<file path="config.mk">
export PLATFORM = sky130hd
export DESIGN_NAME = indexed_list_engine
export DESIGN_NICKNAME = d
export VERILOG_FILES = /design/src/hw/rtl/ile_pkg.sv /design/src/hw/rtl/ile_node_store.sv /design/src/hw/rtl/ile_free_stack.sv /design/src/hw/rtl/ile_ctrl.sv /design/src/hw/rtl/indexed_list_engine.sv
export SDC_FILE = /design/constraint.sdc
export NUM_CORES = 2
export LEC_CHECK = 0
export ABC_AREA = 1
export BUFFER_PORTS_ARGS = -buffer_cell sky130_fd_sc_hd__buf_2
export CAP_MARGIN = 30
export CORE_ASPECT_RATIO = 0.75
export CORE_MARGIN = 3
export CORE_UTILIZATION = 25
export DETAILED_ROUTE_END_ITERATION = 16
export SETUP_SLACK_MARGIN = 0.5
export SLEW_MARGIN = 15
export SYNTH_ARGS = -nofsm -noshare
export SYNTH_HDL_FRONTEND = slang
export SYNTH_HIERARCHICAL = 1
export SYNTH_SLANG_ARGS = --single-unit
</file>
<file path="constraint.sdc">
create_clock -name clk -period 5.4 [get_ports clk]
set_input_delay 1.08 -clock clk [delete_from_list [all_inputs] [get_ports clk]]
set_output_delay 1.08 -clock clk [all_outputs]
set_load 0.02 [all_outputs]
</file>
<file path="src/hw/rtl/ile_pkg.sv">
package ile_pkg;

	localparam int CAPACITY = 64;
	localparam int SLOT_W   = $clog2(CAPACITY);
	localparam int CNT_W    = $clog2(CAPACITY + 1);
	localparam int DATA_W   = 32;
	localparam int OP_W     = 3;
	localparam int STAT_W   = 2;

	typedef logic [SLOT_W-1:0] slot_t;
	typedef logic [CNT_W-1:0]  cnt_t;
	typedef logic [DATA_W-1:0] word_t;
	typedef logic [OP_W-1:0]   op_t;
	typedef logic [STAT_W-1:0] stat_t;

	localparam cnt_t CNT_CAP  = cnt_t'(CAPACITY);
	localparam cnt_t CNT_LAST = cnt_t'(CAPACITY - 1);

	localparam op_t OP_READ     = op_t'(0);
	localparam op_t OP_INS_HEAD = op_t'(1);
	localparam op_t OP_INS_TAIL = op_t'(2);
	localparam op_t OP_INS_POS  = op_t'(3);
	localparam op_t OP_DELETE   = op_t'(4);

	localparam stat_t ST_OK    = stat_t'(0);
	localparam stat_t ST_RANGE = stat_t'(1);
	localparam stat_t ST_FULL  = stat_t'(2);

	typedef enum logic [2:0] {
		S_IDLE,
		S_POP,
		S_WALK,
		S_LINK,
		S_DONE
	} state_t;

	typedef struct packed {
		logic  val_we;
		slot_t val_addr;
		word_t val_data;
		logic  nxt_we;
		slot_t nxt_addr;
		slot_t nxt_data;
		logic  prv_we;
		slot_t prv_addr;
		slot_t prv_data;
	} node_wr_t;

	typedef struct packed {
		word_t value;
		slot_t nxt;
		slot_t prv;
	} node_rd_t;

	typedef struct packed {
		word_t read_data;
		logic  hit;
		stat_t status;
		cnt_t  length;
	} res_t;

endpackage

</file>
<file path="src/hw/rtl/ile_node_store.sv">
module ile_node_store (
	input  logic              clk,
	input  logic              rd_en,
	input  ile_pkg::slot_t    rd_addr,
	output ile_pkg::node_rd_t rd_data,
	input  ile_pkg::node_wr_t wr
);

	ile_pkg::word_t value_mem [ile_pkg::CAPACITY];
	ile_pkg::slot_t next_mem  [ile_pkg::CAPACITY];
	ile_pkg::slot_t prev_mem  [ile_pkg::CAPACITY];

	ile_pkg::node_rd_t rd_q;

	always_ff @(posedge clk) begin
		if (wr.val_we) begin
			value_mem[wr.val_addr] <= wr.val_data;
		end
		if (wr.nxt_we) begin
			next_mem[wr.nxt_addr] <= wr.nxt_data;
		end
		if (wr.prv_we) begin
			prev_mem[wr.prv_addr] <= wr.prv_data;
		end
	end

	always_ff @(posedge clk) begin
		if (rd_en) begin
			rd_q.value <= value_mem[rd_addr];
			rd_q.nxt   <= next_mem[rd_addr];
			rd_q.prv   <= prev_mem[rd_addr];
		end
	end

	assign rd_data = rd_q;

endmodule

</file>
<file path="src/hw/rtl/ile_free_stack.sv">
module ile_free_stack (
	input  logic           clk,
	input  logic           arst_n,
	input  logic           rd_en,
	input  ile_pkg::slot_t rd_addr,
	output ile_pkg::slot_t rd_slot,
	input  logic           push_en,
	input  ile_pkg::slot_t push_addr,
	input  ile_pkg::slot_t push_data
);

	// entries never pushed read as their own index
	ile_pkg::slot_t                    stack_mem [ile_pkg::CAPACITY];
	logic [ile_pkg::CAPACITY-1:0]      written_q;
	ile_pkg::slot_t                    rd_q;
	ile_pkg::slot_t                    rd_addr_q;
	logic                              rd_written_q;

	always_ff @(posedge clk) begin
		if (push_en) begin
			stack_mem[push_addr] <= push_data;
		end
	end

	always_ff @(posedge clk or negedge arst_n) begin
		if (!arst_n) begin
			written_q <= '0;
		end else if (push_en) begin
			written_q[push_addr] <= 1'b1;
		end
	end

	always_ff @(posedge clk) begin
		if (rd_en) begin
			rd_q         <= stack_mem[rd_addr];
			rd_written_q <= written_q[rd_addr];
			rd_addr_q    <= rd_addr;
		end
	end

	assign rd_slot = rd_written_q ? rd_q : rd_addr_q;

endmodule

</file>
<file path="src/hw/rtl/ile_ctrl.sv">
module ile_ctrl (
	input  logic              clk,
	input  logic              arst_n,
	input  logic              in_valid,
	output logic              in_ready,
	input  ile_pkg::op_t      opcode,
	input  ile_pkg::cnt_t     position,
	input  ile_pkg::word_t    data_in,
	output logic              node_rd_en,
	output ile_pkg::slot_t    node_rd_addr,
	input  ile_pkg::node_rd_t node_rd,
	output ile_pkg::node_wr_t node_wr,
	output logic              stk_rd_en,
	output ile_pkg::slot_t    stk_rd_addr,
	input  ile_pkg::slot_t    free_slot,
	output logic              stk_push_en,
	output ile_pkg::slot_t    stk_push_addr,
	output ile_pkg::slot_t    stk_push_data,
	output logic              res_valid,
	input  logic              res_ready,
	output ile_pkg::res_t     res
);

	ile_pkg::state_t state_q, state_d;
	ile_pkg::slot_t  first_q, last_q, cur_q;
	ile_pkg::cnt_t   count_q, pos_q, steps_q;
	ile_pkg::op_t    op_q;
	ile_pkg::word_t  data_q, rdata_q;
	logic            hit_q;
	ile_pkg::stat_t  status_q;

	ile_pkg::state_t dec_state;
	ile_pkg::op_t    dec_op;
	ile_pkg::stat_t  dec_status;
	logic            dec_miss;
	logic            dec_pop;
	logic            full;
	logic            walk_end;
	logic            del_last;

	assign full     = (count_q == ile_pkg::CNT_CAP);
	assign walk_end = (steps_q == '0);
	assign del_last = ((pos_q + ile_pkg::cnt_t'(1)) == count_q);

	// classify the incoming transaction
	always_comb begin
		dec_state  = ile_pkg::S_DONE;
		dec_op     = opcode;
		dec_status = ile_pkg::ST_OK;
		dec_miss   = 1'b0;
		dec_pop    = 1'b0;
		case (opcode)
			ile_pkg::OP_READ: begin
				if (position < count_q) begin
					dec_state = ile_pkg::S_WALK;
				end else begin
					dec_status = ile_pkg::ST_RANGE;
					dec_miss   = 1'b1;
				end
			end
			ile_pkg::OP_INS_HEAD, ile_pkg::OP_INS_TAIL: begin
				if (full) begin
					dec_status = ile_pkg::ST_FULL;
				end else begin
					dec_state = ile_pkg::S_POP;
					dec_pop   = 1'b1;
				end
			end
			ile_pkg::OP_INS_POS: begin
				if (position > count_q) begin
					dec_status = ile_pkg::ST_RANGE;
				end else if (full) begin
					dec_status = ile_pkg::ST_FULL;
				end else if (position == '0) begin
					dec_state = ile_pkg::S_POP;
					dec_op    = ile_pkg::OP_INS_HEAD;
					dec_pop   = 1'b1;
				end else if (position == count_q) begin
					dec_state = ile_pkg::S_POP;
					dec_op    = ile_pkg::OP_INS_TAIL;
					dec_pop   = 1'b1;
				end else begin
					dec_state = ile_pkg::S_WALK;
					dec_pop   = 1'b1;
				end
			end
			ile_pkg::OP_DELETE: begin
				if (position >= count_q) begin
					dec_status = ile_pkg::ST_RANGE;
				end else begin
					dec_state = ile_pkg::S_WALK;
				end
			end
			default: begin
			end
		endcase
	end

	always_comb begin
		state_d = state_q;
		case (state_q)
			ile_pkg::S_IDLE: begin
				if (in_valid) begin
					state_d = dec_state;
				end
			end
			ile_pkg::S_POP: begin
				state_d = ile_pkg::S_DONE;
			end
			ile_pkg::S_WALK: begin
				if (walk_end) begin
					state_d = (op_q == ile_pkg::OP_INS_POS) ? ile_pkg::S_LINK : ile_pkg::S_DONE;
				end
			end
			ile_pkg::S_LINK: begin
				state_d = ile_pkg::S_DONE;
			end
			ile_pkg::S_DONE: begin
				if (res_ready) begin
					state_d = ile_pkg::S_IDLE;
				end
			end
			default: begin
				state_d = ile_pkg::S_IDLE;
			end
		endcase
	end

	always_comb begin
		in_ready      = 1'b0;
		node_rd_en    = 1'b0;
		node_rd_addr  = first_q;
		node_wr       = '0;
		stk_rd_en     = 1'b0;
		stk_rd_addr   = ile_pkg::slot_t'(ile_pkg::CNT_LAST - count_q);
		stk_push_en   = 1'b0;
		stk_push_addr = ile_pkg::slot_t'(ile_pkg::CNT_CAP - count_q);
		stk_push_data = cur_q;
		res_valid     = 1'b0;
		case (state_q)
			ile_pkg::S_IDLE: begin
				in_ready = 1'b1;
				if (in_valid) begin
					node_rd_en = (dec_state == ile_pkg::S_WALK);
					stk_rd_en  = dec_pop;
				end
			end
			ile_pkg::S_POP: begin
				node_wr.val_we   = 1'b1;
				node_wr.val_addr = free_slot;
				node_wr.val_data = data_q;
				if (count_q != '0) begin
					if (op_q == ile_pkg::OP_INS_HEAD) begin
						node_wr.nxt_we   = 1'b1;
						node_wr.nxt_addr = free_slot;
						node_wr.nxt_data = first_q;
						node_wr.prv_we   = 1'b1;
						node_wr.prv_addr = first_q;
						node_wr.prv_data = free_slot;
					end else begin
						node_wr.prv_we   = 1'b1;
						node_wr.prv_addr = free_slot;
						node_wr.prv_data = last_q;
						node_wr.nxt_we   = 1'b1;
						node_wr.nxt_addr = last_q;
						node_wr.nxt_data = free_slot;
					end
				end
			end
			ile_pkg::S_WALK: begin
				if (!walk_end) begin
					node_rd_en   = 1'b1;
					node_rd_addr = node_rd.nxt;
				end else if (op_q == ile_pkg::OP_DELETE) begin
					node_wr.nxt_we   = (pos_q != '0);
					node_wr.nxt_addr = node_rd.prv;
					node_wr.nxt_data = node_rd.nxt;
					node_wr.prv_we   = !del_last;
					node_wr.prv_addr = node_rd.nxt;
					node_wr.prv_data = node_rd.prv;
					stk_push_en      = 1'b1;
				end else if (op_q == ile_pkg::OP_INS_POS) begin
					node_wr.val_we   = 1'b1;
					node_wr.val_addr = free_slot;
					node_wr.val_data = data_q;
					node_wr.nxt_we   = 1'b1;
					node_wr.nxt_addr = node_rd.prv;
					node_wr.nxt_data = free_slot;
					node_wr.prv_we   = 1'b1;
					node_wr.prv_addr = free_slot;
					node_wr.prv_data = node_rd.prv;
				end
			end
			ile_pkg::S_LINK: begin
				node_wr.nxt_we   = 1'b1;
				node_wr.nxt_addr = free_slot;
				node_wr.nxt_data = cur_q;
				node_wr.prv_we   = 1'b1;
				node_wr.prv_addr = cur_q;
				node_wr.prv_data = free_slot;
			end
			ile_pkg::S_DONE: begin
				res_valid = 1'b1;
			end
			default: begin
			end
		endcase
	end

	always_ff @(posedge clk or negedge arst_n) begin
		if (!arst_n) begin
			state_q <= ile_pkg::S_IDLE;
			first_q <= '0;
			last_q  <= '0;
			count_q <= '0;
		end else begin
			state_q <= state_d;
			case (state_q)
				ile_pkg::S_POP: begin
					count_q <= count_q + ile_pkg::cnt_t'(1);
					if (op_q == ile_pkg::OP_INS_HEAD) begin
						first_q <= free_slot;
						if (count_q == '0) begin
							last_q <= free_slot;
						end
					end else begin
						last_q <= free_slot;
						if (count_q == '0) begin
							first_q <= free_slot;
						end
					end
				end
				ile_pkg::S_WALK: begin
					if (walk_end && op_q == ile_pkg::OP_DELETE) begin
						count_q <= count_q - ile_pkg::cnt_t'(1);
						if (pos_q == '0) begin
							first_q <= node_rd.nxt;
						end
						if (del_last) begin
							last_q <= node_rd.prv;
						end
					end else if (walk_end && op_q == ile_pkg::OP_INS_POS) begin
						count_q <= count_q + ile_pkg::cnt_t'(1);
					end
				end
				default: begin
				end
			endcase
		end
	end

	always_ff @(posedge clk) begin
		if (state_q == ile_pkg::S_IDLE && in_valid) begin
			op_q     <= dec_op;
			pos_q    <= position;
			data_q   <= data_in;
			steps_q  <= position;
			cur_q    <= first_q;
			rdata_q  <= dec_miss ? '1 : '0;
			hit_q    <= 1'b0;
			status_q <= dec_status;
		end else if (state_q == ile_pkg::S_WALK) begin
			if (!walk_end) begin
				steps_q <= steps_q - ile_pkg::cnt_t'(1);
				cur_q   <= node_rd.nxt;
			end else if (op_q == ile_pkg::OP_READ) begin
				rdata_q <= node_rd.value;
				hit_q   <= 1'b1;
			end
		end
	end

	assign res.read_data = rdata_q;
	assign res.hit       = hit_q;
	assign res.status    = status_q;
	assign res.length    = count_q;

endmodule

</file>
<file path="src/hw/rtl/indexed_list_engine.sv">
// Bounded doubly linked list of up to 64 signed 32-bit values. Each request
// transaction (read, insert at head, insert at tail, insert before a position,
// delete at a position) returns exactly one response transaction carrying the
// read value, hit flag, status and resulting length. One request is in work
// at a time. A positional request at position p walks the next links through
// the node store's single read port, one link per cycle. Read and delete go
// from acceptance through S_WALK to S_DONE; insert before a position goes
// through S_WALK and S_LINK to S_DONE. Head and tail inserts go through
// S_POP to S_DONE; refused or out-of-range requests go straight to S_DONE.
// The response register lets a new request be taken while the previous
// response is still waiting. No clearing pass is needed after reset.
module indexed_list_engine (
	input  logic        clk,
	input  logic        arst_n,
	input  logic        req_valid,
	output logic        req_ready,
	input  logic [2:0]  opcode,
	input  logic [6:0]  position,
	input  logic signed [31:0] data_in,
	output logic        rsp_valid,
	input  logic        rsp_ready,
	output logic signed [31:0] read_data,
	output logic        hit,
	output logic [1:0]  status,
	output logic [6:0]  length
);

	logic              node_rd_en;
	ile_pkg::slot_t    node_rd_addr;
	ile_pkg::node_rd_t node_rd;
	ile_pkg::node_wr_t node_wr;
	logic              stk_rd_en;
	ile_pkg::slot_t    stk_rd_addr;
	ile_pkg::slot_t    free_slot;
	logic              stk_push_en;
	ile_pkg::slot_t    stk_push_addr;
	ile_pkg::slot_t    stk_push_data;
	logic              res_valid;
	logic              res_ready;
	ile_pkg::res_t     res;

	logic              rsp_valid_q;
	ile_pkg::res_t     rsp_q;

	ile_ctrl u_ctrl (
		.clk           (clk),
		.arst_n        (arst_n),
		.in_valid      (req_valid),
		.in_ready      (req_ready),
		.opcode        (opcode),
		.position      (position),
		.data_in       (data_in),
		.node_rd_en    (node_rd_en),
		.node_rd_addr  (node_rd_addr),
		.node_rd       (node_rd),
		.node_wr       (node_wr),
		.stk_rd_en     (stk_rd_en),
		.stk_rd_addr   (stk_rd_addr),
		.free_slot     (free_slot),
		.stk_push_en   (stk_push_en),
		.stk_push_addr (stk_push_addr),
		.stk_push_data (stk_push_data),
		.res_valid     (res_valid),
		.res_ready     (res_ready),
		.res           (res)
	);

	ile_node_store u_nodes (
		.clk     (clk),
		.rd_en   (node_rd_en),
		.rd_addr (node_rd_addr),
		.rd_data (node_rd),
		.wr      (node_wr)
	);

	ile_free_stack u_free (
		.clk       (clk),
		.arst_n    (arst_n),
		.rd_en     (stk_rd_en),
		.rd_addr   (stk_rd_addr),
		.rd_slot   (free_slot),
		.push_en   (stk_push_en),
		.push_addr (stk_push_addr),
		.push_data (stk_push_data)
	);

	assign res_ready = !rsp_valid_q || rsp_ready;

	always_ff @(posedge clk or negedge arst_n) begin
		if (!arst_n) begin
			rsp_valid_q <= 1'b0;
		end else if (res_ready) begin
			rsp_valid_q <= res_valid;
		end
	end

	always_ff @(posedge clk) begin
		if (res_valid && res_ready) begin
			rsp_q <= res;
		end
	end

	assign rsp_valid = rsp_valid_q;
	assign read_data = rsp_q.read_data;
	assign hit       = rsp_q.hit;
	assign status    = rsp_q.status;
	assign length    = rsp_q.length;

	a_busy_after_accept: assert property (@(posedge clk) disable iff (!arst_n)
		req_valid && req_ready |=> !req_ready)
		else $error("request taken while previous transaction still in work");

	a_hit_is_ok: assert property (@(posedge clk) disable iff (!arst_n)
		rsp_valid && hit |-> status == ile_pkg::ST_OK)
		else $error("hit flagged with non-zero status");

	a_full_length: assert property (@(posedge clk) disable iff (!arst_n)
		rsp_valid && status == ile_pkg::ST_FULL |-> length == ile_pkg::CNT_CAP)
		else $error("insert refused while list not full");

	a_miss_value: assert property (@(posedge clk) disable iff (!arst_n)
		rsp_valid && status == ile_pkg::ST_RANGE && read_data != 32'sd0
		|-> read_data == -32'sd1)
		else $error("out-of-range response carries a stray value");

endmodule

</file>
==> results.md <==
- For this run, the total global-route usage over all layers was measured as 13.3%.
- The total core area is 565000 um^2.
- The net count after synthesis is 11953.
- The worst path in the final design needs a cycle of 4.54 ns, including I/O delays and setup.
- The setup violation total in the final timing report is 0.
- The number of max-cap violations is 0.
- Traced cell by cell, the critical path runs through inv_1, ha_1, nand2_2, nor2_2, nand2_2, nand2_1, buf_4, o21ai_4, inv_8, buf_12, buf_12, nand3_1, nand3_1, nand3_1, nand2_1, nand2_1, nand2_1.
- The final hold violation count is 0.
- The total power divided by cell area is 543 nW/um^2.
- The endpoint arrival time on the critical path is 5.29 ns.
- The maximum vdd ir drop is 0.000786 V.
- The average instance in the mapped netlist occupies 11.9 um^2.
- The clock passes through at most 4 buffers.
- Compared with the post-synthesis result, the final layout area differs by 14.5%.
- Wires add up to 405000 um.
- The cell count after synthesis is 11895.
- Summed over all cells, the static leakage comes to 57.2 nW.
- The maximum fanout encountered on the critical timing path is 94.
- Entering global routing, the biggest net connects 208 pins.
- The H-tree was split into 5 levels.
- Counting the buffers created by CTS gives 349.
- The count of filler cells inserted in the layout is 57150.
- For this run, the top clock speed supported by timing is 0.220 GHz.
- The via count of the first global-routing pass was 85568.
- The most frequently used flop master after synthesis is sky130_fd_sc_hd__edfxtp_1.
- The flip-flop and latch count after synthesis is 3476.
- Yosys attributes the largest share of cell area to sky130_fd_sc_hd__edfxtp_1, sky130_fd_sc_hd__nand3_1, sky130_fd_sc_hd__nand2_1.
- After clock tree synthesis, the clock-pin slew on the worst setup and hold paths is 0.07 ns.
- In this design, the largest share of critical-path delay is due to simple AND/OR/NAND/NOR gates.
- The routed layout has 93148 vias.
- The count of nets left with antenna violations after detail routing is 0.
- Summing all multi-input logic gate instances after layout gives 33800 um^2.
- In the finished design, the share of the clock period the worst path needs comes to 84.0%.
- The number of synthesized flops with an enable pin is 3388.
- For this design, the CTS-stage hold fixing added 0 buffers.
- Between clock sinks in the finished design, the worst skew comes to 0.0705 ns.
- In the layout the commonest cells are sky130_fd_sc_hd__nand2_1, sky130_fd_sc_hd__edfxtp_1, sky130_fd_sc_hd__nand3_1.
- The master cell of the clock root buffer is sky130_fd_sc_hd__clkbuf_16.
- The synthesized design devotes to its leading area cell type 71.6% of total area.
- The number of primary I/O pins is 90.
- Leaving out fill and tap cells, the most frequent cell in the layout is sky130_fd_sc_hd__nand2_1.
- After synthesis, the share of flip-flops with an asynchronous set or reset is 2.50%.
- The category of the worst setup path launch point is a flop.
- For flop-to-flop paths, the worst setup slack is 0.86 ns.
- The die covers 577000 um^2.
- The synthesized design spends more area on one cell type than any other, namely sky130_fd_sc_hd__edfxtp_1.
- The clock latency of the later-clocked register in the worst-skew pair is 0.91 ns.
- After the first detailed-routing iteration, the DRC count stood at 12854.
- In this run the post-CTS setup repair buffer count came out at 0.
- The Yosys step of the flow raised 6 warnings.
- For this run, design rule violations remaining after detail routing come to 0.
- The post-detailed-route wirelength per cell is 20.5 um.
- The pre-antenna-repair detailed-routing pass consisted of 6 iterations.
- The number of vias per cell after detailed routing is 4.71.
- TritonCTS built the clock tree.
- The critical path contains buffers and inverters numbering 5 combined.
- Sequential cells were found to cover 73.2% of the synthesized design area.
- The worst-case headroom to the max-slew limit is 11.8%.
- Clock tree synthesis found a total of 3476 sinks.
- At the pin with the least slew margin, the transition time is 1.32 ns.
- The setup TNS is 0 ns.
- The quantity of gates resized following cts is 0.
- The kind of critical path is flop to flop.
- Across the whole layout, storage elements account for 104000 um^2.
- The class of the tightest hold or removal check is input port to asynchronous set/reset pin.
- By instance count, the cell type seen most on the critical path is sky130_fd_sc_hd__nand2_1.
- After the last flow step, the layout net total stands at 11959.
- The die outline height is 659 um.
- Setup repair after global routing left no endpoint under its margin.
- The first global-routing pass estimated 590000 um of wire.
- The die is 876 um wide.
- The post-route netlist has 9.24% of its cells at a drive strength greater than 1.
- The initial antenna violation count came to 30.
- The placed wire-length estimate after detailed placement is 222000 um.
- The required time of the worst setup path is 6.15 ns.
- The run finished with clean final reports.
- Final hold analysis gives a worst-case slack of 0.316 ns.
- STA classifies the critical path endpoint as a flop.
- For this run the aggregate overflow at the end of global routing stands at 0.
- The delay of the slowest critical-path stage is 0.60 ns.
- Among all stages on the critical path, the largest delay is contributed by sky130_fd_sc_hd__inv_8.
- After synthesis the cells add up to 142000 um^2.
- The congestion estimate from routability-driven global placement came to 0.828.
- The number of max-slew violations in the final report is 0.
- The number of distinct library cell variants in the gate-level netlist after synthesis is 44.
- After floorplanning, the core was divided into 239 placement rows.
- Buffers placed on the I/O ports in this run total 89.
- Once the floorplan was initialized, standard cells occupied 25.1% of the core.
worst paths after layout:
kind	start	end	cells after the start
min in group clk	data_in[16]	u_ctrl/data_q[16]	1
max in group asynchronous	arst_n	u_free/written_q[3]	2
worst min register to register	u_ctrl/rdata_q[11]	read_data[11]	0
worst max register to register	u_ctrl/steps_q[1]	u_nodes/rd_data[41]	17
worst max-delay path	u_ctrl/steps_q[1]	u_nodes/rd_data[41]	17
worst min-delay path	arst_n	u_free/written_q[54]	1
metal layers:
layer	share of wire [%]	vias to the layer above	GRT usage (%)
li1	-	41949	-
met1	44	45964	19.9
met2	42	4633	19.1
met3	11	584	3.46
met4	2.5	18	3.35
met5	0.029	-	0
power by group:
group | internal, W | switching, W
combinational | 0.00774 | 0.0240
clock | 0.0139 | 0.0101
sequential | 0.0320 | 0.000574
logic make-up after synthesis:
logic type | synth area share [%]
flip-flops | 73.2
multiplexers | 0.0476
adder cells (fa/ha/maj) | 0.106
buffers and inverters | 3.71
XOR/XNOR | 0.0740
AO/OA/AOI/OAI | 0.372
AND/OR/NAND/NOR | 22.5
registers in the layout, summed over array words and instances, names as in the netlist, 3 cells and up:
| signal | flops |
|---|---|
| u_nodes/value_mem | 2048 |
| u_free/stack_mem | 384 |
| u_nodes/next_mem | 384 |
| u_nodes/prev_mem | 384 |
| u_free/written_q | 64 |
| u_nodes/rd_data | 44 |
| read_data | 32 |
| u_ctrl/data_q | 32 |
| u_ctrl/rdata_q | 32 |
| length | 7 |
| u_ctrl/count_q | 7 |
| u_ctrl/pos_q | 7 |
| u_ctrl/steps_q | 7 |
| u_ctrl/first_q | 6 |
| u_ctrl/last_q | 6 |
| u_ctrl/stk_push_data | 6 |
| u_free/rd_addr_q | 6 |
| u_free/rd_q | 6 |
| u_ctrl/op_q | 3 |
| u_ctrl/state_q | 3 |
Yosys cell counts, drive strengths merged, types with 12 or more instances:
cell type and count:
a21oi 21, buf 624, clkbuf 124, dfrtp 87, edfxtp 3388, ha 12
inv 156, nand2 3906, nand3 3043, nand4 27, nor2 329, nor3 19
o21ai 48, or2 68
metrics by stage:
| step | util [%] | total power [W] | area, um^2 | worst slack [ns] | cells |
|---|---|---|---|---|---|
| 3_3_place_gp | 26.7 | 0.0641 | 151000 | 0.979 | 19124 |
| 6_report | 28.8 | 0.0883 | 163000 | 0.863 | 19763 |
| 5_1_grt | 28.8 | 0.0924 | 163000 | 0.719 | 19762 |
| 4_1_cts | 28.7 | 0.0881 | 163000 | 0.949 | 19754 |
| 3_5_place_dp | 26.8 | 0.0643 | 151000 | 0.973 | 19133 |
| 2_1_floorplan | - | 0.0533 | 142000 | 0.909 | 11895 |
layout make-up:
type | instances | share of cell area, %
multi-input combinational | 7513 | 20.8
timing repair buffer | 403 | 2.26
clock inverter | 183 | 1.10
antenna | 1 | 0.00154
tap | 7591 | 5.84
inverter | 158 | 0.404
clock buffer | 438 | 5.75
sequential | 3476 | 63.9
worst register-to-register path, cell delays in order, from the launching register on:
cell	delay, ns
sky130_fd_sc_hd__edfxtp_1	0.38
sky130_fd_sc_hd__inv_1	0.10
sky130_fd_sc_hd__ha_1	0.18
sky130_fd_sc_hd__nand2_2	0.08
sky130_fd_sc_hd__nor2_2	0.13
sky130_fd_sc_hd__nand2_2	0.14
sky130_fd_sc_hd__nand2_1	0.39
sky130_fd_sc_hd__buf_4	0.32
sky130_fd_sc_hd__o21ai_4	0.16
sky130_fd_sc_hd__inv_8	0.60
sky130_fd_sc_hd__buf_12	0.51
sky130_fd_sc_hd__buf_12	0.32
sky130_fd_sc_hd__nand3_1	0.14
sky130_fd_sc_hd__nand3_1	0.15
sky130_fd_sc_hd__nand3_1	0.30
sky130_fd_sc_hd__nand2_1	0.21
sky130_fd_sc_hd__nand2_1	0.17
sky130_fd_sc_hd__nand2_1	0.14
(Power assumes the default switching activity.)
